`src/rtl/ffrd_pkg.sv`:
```
// Shared types and constants for the flag frame receive deframer.
package ffrd_pkg;

  localparam int FIFO_DEPTH = 4;

  localparam logic [7:0] STUFF_MASK = 8'h20;
  localparam logic [7:0] SEQ_MASK   = 8'h40;
  localparam logic [7:0] CTRL_ZERO  = 8'h00;
  localparam int         SEQ_BIT    = 6;

  localparam logic [7:0] FLAG_RESET = 8'h7E;
  localparam logic [7:0] ESC_RESET  = 8'h7D;
  localparam logic [7:0] ADDR_RESET = 8'h03;

  localparam logic KIND_DATA = 1'b0;
  localparam logic KIND_EOF  = 1'b1;

  localparam int REG_IDX_W = 2;
  localparam logic [REG_IDX_W-1:0] REG_FLAG = 2'd0;
  localparam logic [REG_IDX_W-1:0] REG_ESC  = 2'd1;
  localparam logic [REG_IDX_W-1:0] REG_ADDR = 2'd2;

  typedef enum logic [2:0] {
    PH_IDLE = 3'd0,
    PH_FLAG = 3'd1,
    PH_ADDR = 3'd2,
    PH_CTRL = 3'd3,
    PH_DATA = 3'd4
  } phase_t;

  typedef struct packed {
    logic [7:0] flag_value;
    logic [7:0] escape_value;
    logic [7:0] address_value;
  } cfg_t;

  typedef struct packed {
    logic [7:0] data;
    logic       kind;
    logic       seq;
  } item_t;

  // One queue entry holds every result caused by one received byte.
  typedef struct packed {
    logic  two;
    item_t first;
    item_t second;
  } entry_t;

endpackage

```
`src/rtl/ffrd_front.sv`:
```
// Front end: header parser and escape removal, one byte per cycle while accepted.
module ffrd_front import ffrd_pkg::*; (
  input  logic       clk,
  input  logic       rst,
  input  cfg_t       cfg,
  input  logic       accept,
  input  logic [7:0] rx_byte,
  output logic       entry_push,
  output entry_t     entry
);

  phase_t     phase, phase_next;
  logic [7:0] control_seen, control_seen_next;
  logic       escape_pending, escape_pending_next;

  always_ff @(posedge clk) begin
    if (rst) begin
      phase          <= PH_IDLE;
      control_seen   <= CTRL_ZERO;
      escape_pending <= 1'b0;
    end else if (accept) begin
      phase          <= phase_next;
      control_seen   <= control_seen_next;
      escape_pending <= escape_pending_next;
    end
  end

  always_comb begin
    logic  flush_v;
    logic  main_v;
    item_t flush_it;
    item_t main_it;
    logic  seq;

    seq                 = control_seen[SEQ_BIT];
    phase_next          = phase;
    control_seen_next   = control_seen;
    escape_pending_next = escape_pending;
    flush_v             = 1'b0;
    main_v              = 1'b0;
    flush_it            = '{data: cfg.escape_value, kind: KIND_DATA, seq: seq};
    main_it             = '{data: rx_byte, kind: KIND_DATA, seq: seq};

    case (phase)
      PH_FLAG: begin
        if (rx_byte == cfg.address_value) phase_next = PH_ADDR;
        else if (rx_byte != cfg.flag_value) phase_next = PH_IDLE;
      end
      PH_ADDR: begin
        if (rx_byte == CTRL_ZERO || rx_byte == SEQ_MASK) begin
          control_seen_next = rx_byte;
          phase_next        = PH_CTRL;
        end else begin
          phase_next = PH_FLAG;
        end
      end
      PH_CTRL: begin
        if (rx_byte == (cfg.address_value ^ control_seen)) begin
          phase_next          = PH_DATA;
          escape_pending_next = 1'b0;
        end else if (rx_byte == cfg.flag_value) begin
          phase_next = PH_FLAG;
        end else begin
          phase_next = PH_IDLE;
        end
      end
      PH_DATA: begin
        if (escape_pending && rx_byte != cfg.flag_value &&
            (rx_byte == (cfg.flag_value ^ STUFF_MASK) ||
             rx_byte == (cfg.escape_value ^ STUFF_MASK))) begin
          main_v              = 1'b1;
          main_it.data        = rx_byte ^ STUFF_MASK;
          escape_pending_next = 1'b0;
        end else begin
          // An escape that is not followed by a stuffed byte goes out unchanged.
          flush_v             = escape_pending;
          escape_pending_next = 1'b0;
          if (rx_byte == cfg.flag_value) begin
            main_v       = 1'b1;
            main_it.data = CTRL_ZERO;
            main_it.kind = KIND_EOF;
            phase_next   = PH_IDLE;
          end else if (rx_byte == cfg.escape_value) begin
            escape_pending_next = 1'b1;
          end else begin
            main_v = 1'b1;
          end
        end
      end
      default: begin
        phase_next = (rx_byte == cfg.flag_value) ? PH_FLAG : PH_IDLE;
      end
    endcase

    entry_push = accept && (flush_v || main_v);
    if (flush_v) begin
      entry.first  = flush_it;
      entry.second = main_it;
      entry.two    = main_v;
    end else begin
      entry.first  = main_it;
      entry.second = main_it;
      entry.two    = 1'b0;
    end
  end

endmodule

```
`src/rtl/ffrd_fifo.sv`:
```
// Short queue of result entries between the parser and the output side.
module ffrd_fifo import ffrd_pkg::*; #(
  parameter int DEPTH = FIFO_DEPTH
) (
  input  logic   clk,
  input  logic   rst,
  input  logic   wr_en,
  input  entry_t wr_entry,
  input  logic   rd_en,
  output entry_t rd_entry,
  output logic   fifo_empty,
  output logic   fifo_full
);

  localparam int PTR_W = (DEPTH > 1) ? $clog2(DEPTH) : 1;
  localparam int CNT_W = $clog2(DEPTH + 1);

  entry_t             slots [DEPTH];
  logic [PTR_W-1:0]   wr_ptr;
  logic [PTR_W-1:0]   rd_ptr;
  logic [CNT_W-1:0]   count;

  assign fifo_empty = (count == '0);
  assign fifo_full  = (count == CNT_W'(DEPTH));
  assign rd_entry   = slots[rd_ptr];

  always_ff @(posedge clk) begin
    if (wr_en) slots[wr_ptr] <= wr_entry;
  end

  always_ff @(posedge clk) begin
    if (rst) begin
      wr_ptr <= '0;
      rd_ptr <= '0;
      count  <= '0;
    end else begin
      if (wr_en) wr_ptr <= (wr_ptr == PTR_W'(DEPTH - 1)) ? '0 : wr_ptr + 1'b1;
      if (rd_en) rd_ptr <= (rd_ptr == PTR_W'(DEPTH - 1)) ? '0 : rd_ptr + 1'b1;
      if (wr_en && !rd_en) count <= count + 1'b1;
      else if (rd_en && !wr_en) count <= count - 1'b1;
    end
  end

endmodule

```
`src/rtl/ffrd_back.sv`:
```
// Output side: hands out the one or two results of each queued entry in order.
module ffrd_back import ffrd_pkg::*; (
  input  logic       clk,
  input  logic       rst,
  input  entry_t     head,
  input  logic       fifo_empty,
  output logic       fifo_pop,
  output logic       empty,
  input  logic       pop,
  output logic [7:0] out_byte,
  output logic       item_kind,
  output logic       seq_bit,
  output logic       last_of_run
);

  logic  second_sel;
  item_t cur;

  assign cur         = second_sel ? head.second : head.first;
  assign empty       = fifo_empty;
  assign out_byte    = cur.data;
  assign item_kind   = cur.kind;
  assign seq_bit     = cur.seq;
  assign last_of_run = second_sel || !head.two;
  assign fifo_pop    = pop && !fifo_empty && last_of_run;

  always_ff @(posedge clk) begin
    if (rst) begin
      second_sel <= 1'b0;
    end else if (pop && !fifo_empty) begin
      second_sel <= !last_of_run;
    end
  end

endmodule

```
`src/rtl/flag_frame_receive_deframer.sv`:
```
// Top level of the flag frame receive deframer with its register port.
// Received bytes are pushed one per cycle: the parser hunts for the opening flag, checks
// address, control and header check, then strips escapes and queues the payload bytes and
// an end-of-frame marker. Every byte is parsed in the cycle it is pushed, so the input
// takes one byte per clock while the result queue (FIFO_DEPTH entries) has room; a byte
// that yields two results (a lone escape followed by another byte) needs two pops, and
// full rises when the queue fills. Results pop at one per clock while empty is low.
// Registers flag_value, escape_value and address_value sit at byte addresses 0, 4 and 8
// and should be written while no results are outstanding.
module flag_frame_receive_deframer import ffrd_pkg::*; #(
  parameter int DEPTH = FIFO_DEPTH
) (
  input  logic        clk,
  input  logic        rst,
  input  logic        push,
  output logic        full,
  input  logic [7:0]  rx_byte,
  output logic        empty,
  input  logic        pop,
  output logic [7:0]  out_byte,
  output logic        item_kind,
  output logic        seq_bit,
  output logic        last_of_run,
  input  logic        psel,
  input  logic        penable,
  input  logic        pwrite,
  input  logic [3:0]  paddr,
  input  logic [31:0] pwdata,
  output logic [31:0] prdata,
  output logic        pready
);

  cfg_t                 cfg;
  logic [REG_IDX_W-1:0] reg_idx;
  logic                 accept;
  logic                 entry_push;
  entry_t               entry;
  entry_t               head;
  logic                 fifo_empty;
  logic                 fifo_full;
  logic                 fifo_pop;

  assign pready  = 1'b1;
  assign reg_idx = paddr[3:2];

  always_ff @(posedge clk) begin
    if (rst) begin
      cfg.flag_value    <= FLAG_RESET;
      cfg.escape_value  <= ESC_RESET;
      cfg.address_value <= ADDR_RESET;
    end else if (psel && penable && pwrite) begin
      case (reg_idx)
        REG_FLAG: cfg.flag_value    <= pwdata[7:0];
        REG_ESC:  cfg.escape_value  <= pwdata[7:0];
        REG_ADDR: cfg.address_value <= pwdata[7:0];
        default:  ;
      endcase
    end
  end

  always_comb begin
    case (reg_idx)
      REG_FLAG: prdata = {24'b0, cfg.flag_value};
      REG_ESC:  prdata = {24'b0, cfg.escape_value};
      REG_ADDR: prdata = {24'b0, cfg.address_value};
      default:  prdata = '0;
    endcase
  end

  assign full   = fifo_full;
  assign accept = push && !fifo_full;

  ffrd_front u_front (
    .clk        (clk),
    .rst        (rst),
    .cfg        (cfg),
    .accept     (accept),
    .rx_byte    (rx_byte),
    .entry_push (entry_push),
    .entry      (entry)
  );

  ffrd_fifo #(.DEPTH(DEPTH)) u_fifo (
    .clk        (clk),
    .rst        (rst),
    .wr_en      (entry_push),
    .wr_entry   (entry),
    .rd_en      (fifo_pop),
    .rd_entry   (head),
    .fifo_empty (fifo_empty),
    .fifo_full  (fifo_full)
  );

  ffrd_back u_back (
    .clk         (clk),
    .rst         (rst),
    .head        (head),
    .fifo_empty  (fifo_empty),
    .fifo_pop    (fifo_pop),
    .empty       (empty),
    .pop         (pop),
    .out_byte    (out_byte),
    .item_kind   (item_kind),
    .seq_bit     (seq_bit),
    .last_of_run (last_of_run)
  );

endmodule
```
`config.mk`:
```
export PLATFORM = sky130hd
export DESIGN_NAME = flag_frame_receive_deframer
export DESIGN_NICKNAME = d
export VERILOG_FILES = /design/src/rtl/ffrd_pkg.sv /design/src/rtl/ffrd_front.sv /design/src/rtl/ffrd_fifo.sv /design/src/rtl/ffrd_back.sv /design/src/rtl/flag_frame_receive_deframer.sv
export SDC_FILE = /design/constraint.sdc
export NUM_CORES = 1
export LEC_CHECK = 0
export ABC_AREA = 1
export BUFFER_PORTS_ARGS = -buffer_cell sky130_fd_sc_hd__buf_2
export CORE_UTILIZATION = 30
export DETAILED_ROUTE_END_ITERATION = 10
export GPL_ROUTABILITY_DRIVEN = 0
export PLACE_DENSITY = 0.54
export REMOVE_ABC_BUFFERS = 1
export SLEW_MARGIN = 25
export SYNTH_ARGS = -nofsm -noshare
export SYNTH_HDL_FRONTEND = slang
export SYNTH_SLANG_ARGS = --single-unit
```
`constraint.sdc`:
```
create_clock -name clk -period 3.23 [get_ports clk]
set_input_delay 0 -clock clk [delete_from_list [all_inputs] [get_ports clk]]
set_output_delay 0 -clock clk [all_outputs]
set_load 0.03 [all_outputs]
```
==> reports/results.tsv <==
stage	metric	value	unit
route	Remaining DRCs	0	
setup_path	slowest CP cell	fa_1	
setup_path	critical path required time	3.53	ns
power_and_ir_drop	Overall Power	5.51	mW
min_path	hold crit path type	in2reg	
yosys	sequential cell area fraction in the yosys report	0.541	
setup_path	critical path class	reg2reg	
global_route	vias in the first global route	4410	
sta	RSZ-0062 raised after global routing	false	
layout	layout net count	825	
placement	Buffers on Ports	45	
route	Routed WL per cell	13.8	um
route	Detail Route Antenna Nets	0	
clocking	CTS Buf Count	17	
sta	count of pins over their slew limit	0	
power_and_ir_drop	Peak VDD IR	0.300	mV
yosys	Post-synth EDFFs	80	
clocking	H-tree levels	4	
layout	Syn-to-layout area delta	20.1	%
clocking	CTS tree	done	
clocking	Clock Path Buffers	2	
global_route	global route overflow	0	
setup_path	worst path bufs/invs	3	
setup_path	cells along the critical path	nor3_2 > inv_1 > nor2_1 > nand2_1 > inv_2 > ha_1 > inv_1 > fa_1 > a21oi_1 > o21ai_0 > o21ai_0 > a21oi_1	
flow_run	Max Cap Violations	0	
clocking	clock root buffer	clkbuf_16	
yosys	Syn Inst Count	704	
placement	setup slack after placement	0.555	ns
layout	diode count	0	
die	Die Y	145	um
setup_path	CP max FO	5	
setup_path	CP delay by family, top	simple AND/OR/NAND/NOR gates	
yosys	post-synthesis cell type count	40	
yosys	number of synthesized register bits	126	
layout	post-route cell area	0.00737	sq mm
yosys	Post-synth ARST share	0	
clocking	clock sink count	126	
die	num rows	51	
sta	Final Setup Violations	0	
sta	Final Cycle Share	0.817	
yosys	Syn. warnings	0	
clocking	clock-pin slew on the worst setup and hold paths	0.06	ns
clocking	cts repair resizes	0	
die	Die W	145	um
clocking	latest clock arrival within the worst-skew pair	0.41	ns
die	core area	0.0198	sq mm
setup_path	Worst setup EP type	flip-flop	
route	routed wire length	14.4	mm
global_route	initial antenna violation count	0	
layout	layout cell share with drive strength beyond 1	0.166	
route	DR pass1 iterations	4	
power_and_ir_drop	pwr dens	748	mW/mm^2
setup_path	CP startpoint kind	flip-flop	
yosys	syn_area_per_cell	8.72	sq um
die	Initial Utilization	0.310	
sta	Fin. Hold Viols	0	
yosys	Syn Std Cell Area	0.00614	sq mm
sta	worst hold slack	0.0666	ns
power_and_ir_drop	Leakage Power	3.12	nW
sta	post-layout minimum cycle time	2.64	ns
layout	fill count	2029	
sta	Fmax achieved	379	MHz
setup_path	worst path arrival time	2.94	ns
die	I/O pins	97	
die	die area	0.0210	sq mm
global_route	first-pass GRT wire length	22.9	mm
route	number of DRC markers in iteration 0	349	
sta	final worst slack	0.591	ns
route	via/cell ratio	4.50	
sta	Setup Skew	0.00932	ns
route	Via Count	4701	
placement	Post-DP Area	0.00660	sq mm
run_status	status	finished clean	
placement	detailed placement HPWL	9.46	mm
sta	slew margin rel.	0.555	
yosys	Main synth FF type	edfxtp_1	
global_route	Total GRT Usage	0.142	
sta	total negative slack	0	ns
setup_path	Worst path max stage delay	0.44	ns
global_route	pin count of the biggest net entering global routing	39	
sta	Worst-Margin Slew	0.665	ns
## worst register-to-register path, cell delays in order, from the launching register on
cell and delay [ns]:
dfxtp_1 0.36, nor3_2 0.30, inv_1 0.14, nor2_1 0.26, nand2_1 0.24, inv_2 0.12, ha_1 0.14, inv_1 0.07
fa_1 0.44, a21oi_1 0.14, o21ai_0 0.11, o21ai_0 0.15, a21oi_1 0.05
## synthesized netlist by cell type, types with 2 or more instances
cell type	number	area, sq um
conb_1	2	7.51
nor2_1	110	413
o21ai_0	59	295
nor3_1	8	40.0
ha_1	6	75.1
nand2_4	3	33.8
inv_2	10	37.5
a21oi_1	16	80.1
dfxtp_1	46	921
nand3_1	20	100
nand2_2	6	37.5
nor2_2	3	18.8
clkbuf_1	15	56.3
o21ai_2	7	61.3
xnor2_1	5	43.8
inv_1	72	270
nand3_2	3	30.0
clkinv_1	3	11.3
o221ai_1	8	70.1
o22ai_1	11	68.8
nor2_4	3	33.8
o211ai_1	13	97.6
nand4_1	3	18.8
a31oi_1	9	56.3
buf_2	4	20.0
edfxtp_1	80	2400
nand2_1	142	533
buf_4	25	188
## stage by stage
step           std cells   util
3_3_place_gp        1002  0.333
4_1_cts             1044  0.373
2_1_floorplan        681      -
5_1_grt             1044  0.373
3_5_place_dp        1002  0.333
6_report            1044  0.373
## report_power, final
part / total (mW) / internal [mW] / switching (mW)
sequential: 1.85 / 1.80 / 0.0526
clock: 2.15 / 1.44 / 0.706
combinational: 1.51 / 0.440 / 1.07
## layout make-up
| cell class | count | area [sq um] | area share |
|---|---|---|---|
| multi-input combinational | 470 | 2310 | 0.314 |
| clock buffer | 17 | 425 | 0.0577 |
| tap | 265 | 332 | 0.0450 |
| inverter | 85 | 319 | 0.0433 |
| clock inverter | 14 | 239 | 0.0324 |
| timing repair buffer | 67 | 418 | 0.0567 |
| sequential | 126 | 3320 | 0.451 |
## layout by cell type (no fill, tap or decap), drive strengths merged, types with 11 or more instances in the layout
master       instances
edfxtp              80
nand3               23
clkbuf              17
o22ai               11
o211ai              13
buf                 56
conb                25
nand2              151
a21oi               16
dlygate4sd3         11
dfxtp               46
inv                 84
o21ai               66
nor2               117
## path summary, 6_finish.rpt
| kind | cells past startpoint | start | endpoint | slack (ns) |
|---|---|---|---|---|
| worst max register to register | 12 | u_front.phase[1]$_SDFFE_PP0P_ | u_fifo.count[2]$_SDFFE_PP0P_ | 0.59 |
| worst max-delay path | 12 | u_front.phase[1]$_SDFFE_PP0P_ | u_fifo.count[2]$_SDFFE_PP0P_ | 0.59 |
| worst min register to register | 2 | u_front.control_seen[3]$_SDFFE_PP0P_ | u_front.control_seen[3]$_SDFFE_PP0P_ | 0.46 |
| worst min-delay path | 3 | rx_byte[1] | u_fifo.slots[2][3]$_DFFE_PP_ | 0.07 |
## metal layers
metal	track usage	up-vias	wire [um]	part of all wire
li1	-	2406	-	-
met1	0.174	2145	6620	0.46
met2	0.242	135	6860	0.48
met3	0.0340	15	678	0.047
met4	0.0537	0	204	0.014
met5	0	-	0	0
## state kept, by name, indices dropped and copies added, names as in the netlist, named ones only
signal                  flops
cfg                        24
u_fifo.slots               80
u_fifo.count                3
u_front.control_seen        8
u_front.escape_pending      1
u_front.phase               3
u_fifo.wr_ptr               2
u_back.second_sel           1
u_fifo.rd_ptr               2
## cells by family after synthesis
| kind of cell | synth area share |
|---|---|
| compound gates | 0.122 |
| xor+xnor | 0.00856 |
| fa+ha+maj | 0.0155 |
| buf+inv | 0.0974 |
| flops | 0.541 |
| other cells | 0.00122 |
| simple gates | 0.214 |
## what timing repair did
item | 4_1_cts | 5_1_grt
buffers inserted | 0 | 0
hold buffers | 11 | 0
hold endpoints to repair | 33 | 0
Note: power is estimated with default switching activity, not from simulation.
